## config.mk

```make
export PLATFORM = sky130hd
export DESIGN_NAME = nv21_inverse_affine_address_gen_flat
export DESIGN_NICKNAME = d
export VERILOG_FILES = /design/src/rtl/nv21iag_pkg.sv /design/src/rtl/nv21iag_stream_if.sv /design/src/rtl/nv21_inverse_affine_address_gen.sv /design/src/flat_wrapper.sv
export SDC_FILE = /design/constraint.sdc
export NUM_CORES = 2
export LEC_CHECK = 0
export BUFFER_PORTS_ARGS = -buffer_cell sky130_fd_sc_hd__buf_4
export CORE_MARGIN = 5
export CORE_UTILIZATION = 55
export CTS_CLUSTER_SIZE = 10
export DETAILED_ROUTE_END_ITERATION = 10
export PLACE_DENSITY = 0.67
export REMOVE_ABC_BUFFERS = 1
export SLEW_MARGIN = 20
export SYNTH_ARGS = -nofsm -noshare
export SYNTH_HDL_FRONTEND = slang
export SYNTH_SLANG_ARGS = --single-unit
```

## constraint.sdc

```tcl
create_clock -name clk -period 18.15 [get_ports clk]
set_clock_uncertainty 0.2 [all_clocks]
set_input_delay 1.815 -clock clk [delete_from_list [all_inputs] [get_ports clk]]
set_output_delay 1.815 -clock clk [all_outputs]
set_load 0.1 [all_outputs]
```

## src/rtl/nv21iag_pkg.sv

```systemverilog
package nv21iag_pkg;

	// Frame dimensions are saturated to this size before any use.
	localparam int unsigned MAX_DIM = 4096;

	// Field widths.
	localparam int unsigned COORD_W  = 7;
	localparam int unsigned COEF_W   = 32;
	localparam int unsigned DIM_W    = 13;
	localparam int unsigned POS_W    = 12;
	localparam int unsigned LUMA_W   = 24;
	localparam int unsigned CHROMA_W = 25;
	localparam int unsigned FRAC_W   = 16;

	// Configuration port widths.
	localparam int unsigned CFG_IDX_W  = 3;
	localparam int unsigned CFG_DATA_W = 32;

	// Internal Q16.16 arithmetic widths: one coordinate times one coefficient,
	// and a sum of two such terms plus the offset.
	localparam int unsigned PROD_W = COORD_W + 1 + COEF_W;
	localparam int unsigned SUM_W  = PROD_W + 3;
	localparam int unsigned INT_W  = SUM_W - FRAC_W + 1;

	// Register indexes of the configuration port.
	localparam logic [CFG_IDX_W-1:0] REG_COEF_COS     = 3'd0;
	localparam logic [CFG_IDX_W-1:0] REG_COEF_SIN     = 3'd1;
	localparam logic [CFG_IDX_W-1:0] REG_OFFSET_X     = 3'd2;
	localparam logic [CFG_IDX_W-1:0] REG_OFFSET_Y     = 3'd3;
	localparam logic [CFG_IDX_W-1:0] REG_FRAME_WIDTH  = 3'd4;
	localparam logic [CFG_IDX_W-1:0] REG_FRAME_HEIGHT = 3'd5;
	localparam logic [CFG_IDX_W-1:0] REG_ROTATION     = 3'd6;

	// Camera rotation codes.
	localparam logic [1:0] ROT_NONE = 2'd0;
	localparam logic [1:0] ROT_90   = 2'd1;
	localparam logic [1:0] ROT_270  = 2'd2;

	// Reset values of the registers.
	localparam logic [COEF_W-1:0] COEF_COS_RESET     = 32'd65536;
	localparam logic [DIM_W-1:0]  FRAME_WIDTH_RESET  = 13'd640;
	localparam logic [DIM_W-1:0]  FRAME_HEIGHT_RESET = 13'd480;

	typedef struct packed {
		logic [COORD_W-1:0] dst_col;
		logic [COORD_W-1:0] dst_row;
	} in_item_t;

	typedef struct packed {
		logic [POS_W-1:0]    src_col;
		logic [POS_W-1:0]    src_row;
		logic [LUMA_W-1:0]   luma_index;
		logic [CHROMA_W-1:0] chroma_index;
	} out_item_t;

	// Saturate a frame dimension to 1..MAX_DIM.
	function automatic logic [DIM_W-1:0] sat_dim(input logic [DIM_W-1:0] v);
		logic [DIM_W-1:0] r;
		if (v == '0) begin
			r = DIM_W'(1);
		end else if (v > DIM_W'(MAX_DIM)) begin
			r = DIM_W'(MAX_DIM);
		end else begin
			r = v;
		end
		return r;
	endfunction

endpackage

```

## src/rtl/nv21iag_stream_if.sv

```systemverilog
interface nv21iag_stream_if #(
	parameter type item_t = logic
);
	logic  valid;
	logic  ready;
	item_t item;

	modport source (output valid, output item, input ready);
	modport sink (input valid, input item, output ready);
endinterface

```

## src/rtl/nv21_inverse_affine_address_gen.sv

```systemverilog
// Channel   | Direction | Payload
// ----------+-----------+---------------------------------------------------
// pix       | sink      | dst_col, dst_row (destination patch coordinate)
// addr      | source    | src_col, src_row, luma_index, chroma_index
// cfg       | write     | cfg_wr_en, cfg_index, cfg_data (no read-back)
//
// Every item passes through six register stages: coefficient products, the two
// Q16.16 sums, rotation, truncation and clamp, address products, final adds.
// One item is accepted per cycle while the output is not stalled.
// Each stage holds its item while the stage after it is full and stalled, so
// empty stages keep filling while a result waits at the output register.
// arst_n clears all valid bits and loads the register reset values.
module nv21_inverse_affine_address_gen (
	input  logic                                   clk,
	input  logic                                   arst_n,
	nv21iag_stream_if.sink                         pix,
	nv21iag_stream_if.source                       addr,
	input  logic                                   cfg_wr_en,
	input  logic [nv21iag_pkg::CFG_IDX_W-1:0]      cfg_index,
	input  logic [nv21iag_pkg::CFG_DATA_W-1:0]     cfg_data
);

	localparam int unsigned COORD_W  = nv21iag_pkg::COORD_W;
	localparam int unsigned COEF_W   = nv21iag_pkg::COEF_W;
	localparam int unsigned DIM_W    = nv21iag_pkg::DIM_W;
	localparam int unsigned POS_W    = nv21iag_pkg::POS_W;
	localparam int unsigned LUMA_W   = nv21iag_pkg::LUMA_W;
	localparam int unsigned CHROMA_W = nv21iag_pkg::CHROMA_W;
	localparam int unsigned FRAC_W   = nv21iag_pkg::FRAC_W;
	localparam int unsigned PROD_W   = nv21iag_pkg::PROD_W;
	localparam int unsigned SUM_W    = nv21iag_pkg::SUM_W;
	localparam int unsigned INT_W    = nv21iag_pkg::INT_W;

	// Configuration registers; frame sizes are stored already saturated.
	logic signed [COEF_W-1:0] coef_cos_q;
	logic signed [COEF_W-1:0] coef_sin_q;
	logic signed [COEF_W-1:0] offset_x_q;
	logic signed [COEF_W-1:0] offset_y_q;
	logic [DIM_W-1:0]         frame_width_q;
	logic [DIM_W-1:0]         frame_height_q;
	logic [1:0]               rotation_q;

	// Pipeline valid bits and stage enables.
	logic v_s1, v_s2, v_s3, v_s4, v_s5, v_s6;
	logic en_s1, en_s2, en_s3, en_s4, en_s5, en_s6;

	// Stage payloads.
	logic signed [PROD_W-1:0] p_xc_s1, p_ys_s1, p_yc_s1, p_xs_s1;
	logic signed [SUM_W-1:0]  sx_s2, sy_s2;
	logic signed [SUM_W-1:0]  qcol_s3, qrow_s3;
	logic [POS_W-1:0]         col_s4, row_s4;
	logic [POS_W-1:0]         col_s5, row_s5;
	logic [CHROMA_W-1:0]      luma_p_s5, rowhalf_p_s5, area_s5;
	nv21iag_pkg::out_item_t   item_s6;

	// Combinational helpers.
	logic [DIM_W-1:0]        w_m1, h_m1;
	logic signed [SUM_W-1:0] w_m1_q, h_m1_q;
	logic signed [SUM_W-1:0] qcol_d, qrow_d;
	logic [POS_W-1:0]        col_d, row_d;
	logic signed [COORD_W:0] x_sd, y_sd;

	// Configuration register writes.
	always_ff @(posedge clk or negedge arst_n) begin
		if (!arst_n) begin
			coef_cos_q     <= nv21iag_pkg::COEF_COS_RESET;
			coef_sin_q     <= '0;
			offset_x_q     <= '0;
			offset_y_q     <= '0;
			frame_width_q  <= nv21iag_pkg::FRAME_WIDTH_RESET;
			frame_height_q <= nv21iag_pkg::FRAME_HEIGHT_RESET;
			rotation_q     <= nv21iag_pkg::ROT_NONE;
		end else if (cfg_wr_en) begin
			unique case (cfg_index)
				nv21iag_pkg::REG_COEF_COS:     coef_cos_q <= cfg_data[COEF_W-1:0];
				nv21iag_pkg::REG_COEF_SIN:     coef_sin_q <= cfg_data[COEF_W-1:0];
				nv21iag_pkg::REG_OFFSET_X:     offset_x_q <= cfg_data[COEF_W-1:0];
				nv21iag_pkg::REG_OFFSET_Y:     offset_y_q <= cfg_data[COEF_W-1:0];
				nv21iag_pkg::REG_FRAME_WIDTH:
					frame_width_q <= nv21iag_pkg::sat_dim(cfg_data[DIM_W-1:0]);
				nv21iag_pkg::REG_FRAME_HEIGHT:
					frame_height_q <= nv21iag_pkg::sat_dim(cfg_data[DIM_W-1:0]);
				nv21iag_pkg::REG_ROTATION:     rotation_q <= cfg_data[1:0];
				default: begin
				end
			endcase
		end
	end

	// A stage advances when the stage after it is empty or advancing itself.
	assign en_s6     = !v_s6 || addr.ready;
	assign en_s5     = !v_s5 || en_s6;
	assign en_s4     = !v_s4 || en_s5;
	assign en_s3     = !v_s3 || en_s4;
	assign en_s2     = !v_s2 || en_s3;
	assign en_s1     = !v_s1 || en_s2;
	assign pix.ready = en_s1;

	assign addr.valid = v_s6;
	assign addr.item  = item_s6;

	// Valid bits travel with their items.
	always_ff @(posedge clk or negedge arst_n) begin
		if (!arst_n) begin
			v_s1 <= 1'b0;
			v_s2 <= 1'b0;
			v_s3 <= 1'b0;
			v_s4 <= 1'b0;
			v_s5 <= 1'b0;
			v_s6 <= 1'b0;
		end else begin
			if (en_s1) v_s1 <= pix.valid;
			if (en_s2) v_s2 <= v_s1;
			if (en_s3) v_s3 <= v_s2;
			if (en_s4) v_s4 <= v_s3;
			if (en_s5) v_s5 <= v_s4;
			if (en_s6) v_s6 <= v_s5;
		end
	end

	assign x_sd   = $signed({1'b0, pix.item.dst_col});
	assign y_sd   = $signed({1'b0, pix.item.dst_row});
	assign w_m1   = frame_width_q - DIM_W'(1);
	assign h_m1   = frame_height_q - DIM_W'(1);
	assign w_m1_q = $signed({{(SUM_W-DIM_W-FRAC_W){1'b0}}, w_m1, {FRAC_W{1'b0}}});
	assign h_m1_q = $signed({{(SUM_W-DIM_W-FRAC_W){1'b0}}, h_m1, {FRAC_W{1'b0}}});

	// Rotation mapping on the exact Q16.16 source position.
	always_comb begin
		case (rotation_q)
			nv21iag_pkg::ROT_90: begin
				qcol_d = sy_s2;
				qrow_d = h_m1_q - sx_s2;
			end
			nv21iag_pkg::ROT_270: begin
				qcol_d = w_m1_q - sy_s2;
				qrow_d = sx_s2;
			end
			default: begin
				qcol_d = sx_s2;
				qrow_d = sy_s2;
			end
		endcase
	end

	// Truncate toward zero, then clamp into 0..limit-1.
	function automatic logic [POS_W-1:0] trunc_clamp(
		input logic signed [SUM_W-1:0] v,
		input logic [DIM_W-1:0]         lim_m1
	);
		logic signed [INT_W-1:0] q;
		logic [POS_W-1:0]        r;
		q = INT_W'(v >>> FRAC_W);
		if (v[SUM_W-1] && (v[FRAC_W-1:0] != '0)) begin
			q = q + INT_W'(1);
		end
		if (q < 0) begin
			r = '0;
		end else if (q > $signed({{(INT_W-DIM_W){1'b0}}, lim_m1})) begin
			r = lim_m1[POS_W-1:0];
		end else begin
			r = q[POS_W-1:0];
		end
		return r;
	endfunction

	assign col_d = trunc_clamp(qcol_s3, w_m1);
	assign row_d = trunc_clamp(qrow_s3, h_m1);

	// Stage payload registers.
	always_ff @(posedge clk) begin
		// Stage 1: the four coordinate-by-coefficient products.
		if (en_s1) begin
			p_xc_s1 <= x_sd * coef_cos_q;
			p_ys_s1 <= y_sd * coef_sin_q;
			p_yc_s1 <= y_sd * coef_cos_q;
			p_xs_s1 <= x_sd * coef_sin_q;
		end
		// Stage 2: source position in Q16.16.
		if (en_s2) begin
			sx_s2 <= SUM_W'(p_xc_s1) + SUM_W'(p_ys_s1) + SUM_W'(offset_x_q);
			sy_s2 <= SUM_W'(p_yc_s1) - SUM_W'(p_xs_s1) + SUM_W'(offset_y_q);
		end
		// Stage 3: camera rotation.
		if (en_s3) begin
			qcol_s3 <= qcol_d;
			qrow_s3 <= qrow_d;
		end
		// Stage 4: integer column and row inside the frame.
		if (en_s4) begin
			col_s4 <= col_d;
			row_s4 <= row_d;
		end
		// Stage 5: stride products and plane size.
		if (en_s5) begin
			col_s5       <= col_s4;
			row_s5       <= row_s4;
			luma_p_s5    <= CHROMA_W'(row_s4) * CHROMA_W'(frame_width_q);
			rowhalf_p_s5 <= CHROMA_W'(row_s4[POS_W-1:1]) * CHROMA_W'(frame_width_q);
			area_s5      <= CHROMA_W'(frame_width_q) * CHROMA_W'(frame_height_q);
		end
		// Stage 6: byte indexes into the luma and interleaved chroma planes.
		if (en_s6) begin
			item_s6.src_col      <= col_s5;
			item_s6.src_row      <= row_s5;
			item_s6.luma_index   <= LUMA_W'(luma_p_s5 + CHROMA_W'(col_s5));
			item_s6.chroma_index <= area_s5 + rowhalf_p_s5
				+ CHROMA_W'({col_s5[POS_W-1:1], 1'b0});
		end
	end

endmodule

```

## src/flat_wrapper.sv

```systemverilog
// flat-port wrapper written by rule: the top's interface ports become plain ports
module nv21_inverse_affine_address_gen_flat import nv21iag_pkg::*;
  (clk, arst_n, cfg_wr_en, cfg_index, cfg_data, pix_valid, pix_item, pix_ready, addr_valid, addr_item, addr_ready);
  nv21iag_stream_if #(.item_t(in_item_t)) pix_i ();
  nv21iag_stream_if #(.item_t(out_item_t)) addr_i ();
  input  logic clk;
  input  logic arst_n;
  input  logic cfg_wr_en;
  input  logic [nv21iag_pkg::CFG_IDX_W-1:0] cfg_index;
  input  logic [nv21iag_pkg::CFG_DATA_W-1:0] cfg_data;
  input wire logic [$bits(pix_i.valid)-1:0] pix_valid;
  input wire logic [$bits(pix_i.item)-1:0] pix_item;
  output wire logic [$bits(pix_i.ready)-1:0] pix_ready;
  output wire logic [$bits(addr_i.valid)-1:0] addr_valid;
  output wire logic [$bits(addr_i.item)-1:0] addr_item;
  input wire logic [$bits(addr_i.ready)-1:0] addr_ready;
  assign pix_i.valid = pix_valid;
  assign pix_i.item = pix_item;
  assign pix_ready = pix_i.ready;
  assign addr_valid = addr_i.valid;
  assign addr_item = addr_i.item;
  assign addr_i.ready = addr_ready;
  nv21_inverse_affine_address_gen u_core (.clk(clk), .arst_n(arst_n), .pix(pix_i), .addr(addr_i), .cfg_wr_en(cfg_wr_en), .cfg_index(cfg_index), .cfg_data(cfg_data));
endmodule
```

Yosys cells after proc, flatten, opt, wreduce, memory -nomap -nowiden
Cells that the tools add are included.
- $add $sub $neg: 13
- $mul: 7
- magnitude comparators: 5
- eq/ne operators: 8
- mux-type cells: 8
- reduce and logical (&&, ||, !) cells: 25
- operators with widths (cell ; count):
    $pmux W43 S2 ; 2
    $mul A8 B32 Y40 ; 4
    $sub A30 B43 Y43 ; 2
    $add A41 B32 Y42 ; 2
    $add A27 B2 Y28 const B ; 2
    $gt A28 B14 Y1 ; 2
    $lt A28 B1 Y1 const B ; 2
    $mux W28 ; 2
    $add A40 B40 Y41 ; 1
    $sub A40 B40 Y41 ; 1
    $reduce_bool A16 Y1 ; 2
    $mux W13 ; 2
    $sub A13 B1 Y13 const B ; 2
    $add A25 B12 Y25 ; 1
    $add A25 B24 Y25 ; 1
    $mul A13 B13 Y25 ; 1
    $add A24 B12 Y24 ; 1
    $mul A11 B13 Y24 ; 1
    $mul A12 B13 Y24 ; 1
    $mux W12 ; 2
    $reduce_and A2 Y1 ; 7
    $gt A13 B13 Y1 const B ; 1
    $logic_not A13 Y1 ; 1
    $eq A3 B3 Y1 const B ; 3
    other kinds (8) ; 20
- bits in registers: 688
- input port bits: 54
- output and inout bits: 75
- word-level logic and storage cells: 98

Logic depth before layout (Yosys ltp)
- depth in word-level cells: 7
- depth in mapped cells: 24
- depth with buffers taken out: 22

Least setup slack after synthesis
No wires, ideal clock.
- path kind: input port to flip-flop
- from: input port addr_ready
- to: register u_core.p_xc_s1[0], enable pin
- arrival: 7.317 ns
- slack: 8.613 ns
- stages: 4
- path buffers: 0
- cells stage by stage: nor2b_1 -> nand3_1 -> nor2_1 -> nand3_1
- cells in the longest elaborated chain, start to end: 6
- RTL lines (element ; RTL line ; source):
    start, declared ; flat_wrapper.sv:16 ; input wire logic [$bits(addr_i.ready)-1:0] addr_ready;
    $logic_or A1 B1 Y1 ; nv21_inverse_affine_address_gen.sv:91 ; assign en_s6 = !v_s6 || addr.ready;
    $logic_or A1 B1 Y1 ; nv21_inverse_affine_address_gen.sv:92 ; assign en_s5 = !v_s5 || en_s6;
    $logic_or A1 B1 Y1 ; nv21_inverse_affine_address_gen.sv:93 ; assign en_s4 = !v_s4 || en_s5;
    named net u_core.en_s4 ; nv21_inverse_affine_address_gen.sv:45 ; logic en_s1, en_s2, en_s3, en_s4, en_s5, en_s6;
    $logic_or A1 B1 Y1 ; nv21_inverse_affine_address_gen.sv:94 ; assign en_s3 = !v_s3 || en_s4;
    $logic_or A1 B1 Y1 ; nv21_inverse_affine_address_gen.sv:95 ; assign en_s2 = !v_s2 || en_s3;
    $logic_or A1 B1 Y1 ; nv21_inverse_affine_address_gen.sv:96 ; assign en_s1 = !v_s1 || en_s2;
    named net pix_ready ; flat_wrapper.sv:13 ; output wire logic [$bits(pix_i.ready)-1:0] pix_ready;
    end signal, assigned ; nv21_inverse_affine_address_gen.sv:174 ; p_xc_s1 <= x_sd * coef_cos_q;
    end, declared ; nv21_inverse_affine_address_gen.sv:48 ; logic signed [PROD_W-1:0] p_xc_s1, p_ys_s1, p_yc_s1, p_xs_s1;
The timed path passes the listed nets, and every way through them passes these cells.
A chain may end at the register's enable or synchronous reset.

Worst setup path after layout
- from: input port pix_item[2]
- to: register u_core.p_yc_s1[38] (data pin)
- cells in the longest elaborated chain, start to end: 1
- RTL lines (element ; RTL line ; source):
    start, declared ; flat_wrapper.sv:12 ; input wire logic [$bits(pix_i.item)-1:0] pix_item;
    $mul A8 B32 Y40 ; nv21_inverse_affine_address_gen.sv:176 ; p_yc_s1 <= y_sd * coef_cos_q;
    end signal, assigned ; nv21_inverse_affine_address_gen.sv:176 ;
    end, declared ; nv21_inverse_affine_address_gen.sv:48 ;
Every way passes these cells.

==> summary.md <==
| Metric | Value |
|---|---|
| Total of endpoints with negative setup slack in the final report | `0` |
| Launch point of the worst hold path | `u_core.row_s5[0]` |
| Transition time at the pin with the least slew margin | `roughly 1100 ps` |
| Count of final hold-check violations | `0` |
| Die Span Y | `a little under 400 um` |
| Reg-to-reg critical path endpoint | `u_core.p_yc_s1[38]` |
| Initial antenna violation count | `13` |
| Worst min-delay path category | `flip-flop to flip-flop` |
| Ys Warns | `0` |
| Detailed Route WL | `201 mm` |
| Setup Crit Path Kind | `input pin to flip-flop` |
| Kind of launch point of the worst setup path | `input pin` |
| Global routing usage summed across all routing layers | `a little over a quarter` |
| Worst Path Arrival | `roughly 7900 ps` |
| Required time of the critical path | `18,380 ps` |
| DRC errors left | `0` |
| Clock root cell | `sky130_fd_sc_hd__clkbuf_16` |
| Largest fanout on the critical path | `64` |
| Share of layout cells above drive strength 1 | `6.01%` |
| Fraction of the mapped netlist area in simple logic gates | `around 15%` |
| Cells on Worst Hold Path | `0` |
| Clock sink count | `between 600 and 700` |
| Slew Limit Fails | `0` |
| Depth of the worst register-to-register path | `18` |
| Most common flop cell mapped by yosys | `sky130_fd_sc_hd__edfxtp_1` |
| Count of buffers added by post-CTS timing repair for setup | `0` |
| Clock tree from TritonCTS | `built` |
| Die area | `roughly 150,000 um2` |
| Cts repair resizes | `0` |
| Number of optimization iterations in the first detailed-route pass | `7` |
| FF-to-FF setup slack | `11,320 ps` |
| Total CTS buffers | `87` |
| Via density per instance | `between 5 and 6` |
| Cell types with the largest area share after synthesis | `sky130_fd_sc_hd__fa_1 (25%), sky130_fd_sc_hd__edfxtp_1 (20%), sky130_fd_sc_hd__ha_1 (10%), sky130_fd_sc_hd__inv_1 (7.4%), sky130_fd_sc_hd__and2_1 (6.6%)` |
| Part of the cycle the worst path needs | `between 40% and 50%` |
| Mux contribution to synthesized area | `under 10%` |
| Crit path from | `pix_item[2]` |
| Floorplan die width | `392 um` |
| Area of the core | `145,000 um2` |
| Placer's final routability congestion estimate | `about 0.93` |
| Total gr overflow | `0` |
| Post-synthesis to final-layout area growth | `6.46%` |
| Post-detailed-route count of antenna-violating nets | `0` |
| Deepest level of the CTS H-tree | `3` |
| Number of port buffers | `around 130` |
| First DRT Iteration DRCs | `roughly 2,900` |
| Post-synth ARST share | `a little under a quarter` |
| Maximum number of pins on one net before global-route repair | `between 80 and 90` |
| Mapped Area | `80,300 um2` |
| Synthesized area per cell | `~9.7 um2` |
| Fraction of the yosys area taken by sequential cells | `between 20% and 30%` |
| Minimum period implied by the final worst setup slack | `~7600 ps` |
| Setup repair after global routing missed its margin | `false` |
| Total via count in the routed design | `56,900` |
| Remaining max-slew budget at the tightest pin | `28.5%` |
| Compound-gate portion of the synthesized area | `9.33%` |
| Number of enable-type register cells in the synthesized netlist | `around 520` |
| First-pass GRT wire length | `~320 mm` |
| Average routed wire per standard cell | `a little under 20 um` |
| Maximum clock rate | `between 100 and 150 MHz` |
| Maximum number of buffers from clock root to sink | `3` |
| Final-layout setup total negative slack | `0 ps` |
| Clock Latency Late Sink | `690 ps` |
| Cell Rows | `between 100 and 150` |
| HPWL after detailed placement | `between 150 and 200 mm` |
| Max-capacitance violation count | `0` |
| Yosys top cell area share | `around a quarter` |
| Most used cells in the layout excluding fill and tap cells | `sky130_fd_sc_hd__inv_1 (1,592), sky130_fd_sc_hd__fa_1 (1,017), sky130_fd_sc_hd__and2_1 (841)` |
| Most area-hungry cell type in the Yosys netlist | `sky130_fd_sc_hd__fa_1` |
| Hold buffers post-CTS | `0` |
| Flip-flop and latch count after synthesis | `a little under 700` |
| Dominant combinational cell family by area after synthesis | `adder cells` |
| Via count of the first global-routing pass | `61,300` |
| Status | `completed` |
| Cells after synthesis | `between 8,000 and 9,000` |
| Worst setup EP type | `flip-flop` |
| RR Startpoint | `u_core.coef_cos_q[3]` |
| Hold EP | `u_core.addr.item[49]` |
| Distinct cells, synth | `a little under 100` |
| Xor/xnor share of the synthesized area | `under 10%` |
| Area share of fa/ha/maj cells after synthesis | `between 30 and 40%` |
| CTS clock-pin slew for the worst setup and hold paths | `70 ps` |
| Initial Utilization | `a little under three fifths` |
| I/O pin total | `129` |
| Final net count | `slightly below 10,000` |
| Most common library cell in the layout ignoring fill and taps | `sky130_fd_sc_hd__inv_1` |
==> layout make-up <==
type,instances,area [um2]
multi-input cells,5667,53300
diodes,4,10.0
clock buffers,130,2420
clock inverters,27,258
fillers,12700,59900
repair buffers,168,1290
inverters,1595,5990
well taps,1917,2400
flip-flops and latches,686,19800
==> per-layer routing <==
layer,wire length [um],vias to the layer above,global-route usage [%]
met5,0,-,0
met4,8090,0,10.2
met3,9650,441,3.33
met2,102000,1412,48.4
met1,81300,28600,32.5
li1,-,26500,-
==> cell families (layout without fill, tap and decap cells) <==
logic type / after synthesis / count (layout)
simple gates: 2300 / 2300
buf+inv: 1920 / 1920
fa+ha+maj: 1685 / 1685
compound gates: 1143 / 1143
flops: 686 / 686
xor+xnor: 395 / 395
mux: 144 / 144
other cells: 0 / 4
==> stage by stage <==
step	hold slack, ps	setup WS [ps]	instance area [um2]	utilization, %	std cells
3_3_place_gp	203	9670	82800	56.9	10000
6_report	210	10520	85500	58.8	10200
4_1_cts	212	10600	85500	58.8	10200
5_1_grt	215	10430	85500	58.8	10200
3_5_place_dp	205	9870	82800	56.9	10000
2_1_floorplan	200	8610	79100	-	7948
==> registers in the layout, indices dropped and copies added, names as in the netlist, 24 cells and up <==
signal               flops
u_core.addr.item        73
u_core.qcol_s3          43
u_core.qrow_s3          43
u_core.sx_s2            42
u_core.sy_s2            42
u_core.p_xc_s1          40
u_core.p_xs_s1          40
u_core.p_yc_s1          40
u_core.p_ys_s1          40
u_core.coef_cos_q       32
u_core.coef_sin_q       32
u_core.offset_x_q       32
u_core.offset_y_q       32
u_core.area_s5          25
u_core.luma_p_s5        24
u_core.rowhalf_p_s5     24
==> cells in the mapped netlist (all sizes together), types with 126 or more instances <==
| cell type | number |
|---|---|
| a21o | 146 |
| a21oi | 308 |
| and2 | 842 |
| clkbuf | 311 |
| dfrtp | 155 |
| edfxtp | 524 |
| fa | 1017 |
| ha | 668 |
| inv | 1594 |
| mux2 | 135 |
| nand2 | 650 |
| nor2 | 277 |
| o21ai | 264 |
| xnor2 | 269 |
| xor2 | 126 |
==> how the worst max path moves through the flow <==
stage | end | cells after the start | slack, ps
6_report | u_core.p_yc_s1[38] | 19 | 10520
5_1_grt | u_core.p_xc_s1[39] | 18 | 10430
4_1_cts | u_core.p_yc_s1[38] | 19 | 10600
3_5_place_dp | u_core.p_yc_s1[38] | 19 | 9870
3_3_place_gp | u_core.p_yc_s1[38] | 19 | 9670
2_1_floorplan | u_core.p_xc_s1[0] | 4 | 8610
==> critical path: stages <==
cell,delay (ps)
sky130_fd_sc_hd__buf_4,310
sky130_fd_sc_hd__and2_1,260
sky130_fd_sc_hd__fa_1,430
sky130_fd_sc_hd__fa_1,490
sky130_fd_sc_hd__inv_1,60
sky130_fd_sc_hd__fa_1,480
sky130_fd_sc_hd__fa_1,490
sky130_fd_sc_hd__inv_1,40
sky130_fd_sc_hd__ha_1,310
sky130_fd_sc_hd__o21ai_0,100
sky130_fd_sc_hd__nor2_1,90
sky130_fd_sc_hd__o311ai_0,640
sky130_fd_sc_hd__a31oi_1,330
sky130_fd_sc_hd__o21a_1,360
sky130_fd_sc_hd__a2111oi_1,870
sky130_fd_sc_hd__o31ai_1,250
sky130_fd_sc_hd__a31o_2,290
sky130_fd_sc_hd__a21oi_1,160
sky130_fd_sc_hd__xnor2_1,80
Power is left out: the tool's default activity adds up to more than one toggle a clock period on the data nets, which glitch-free logic cannot reach.
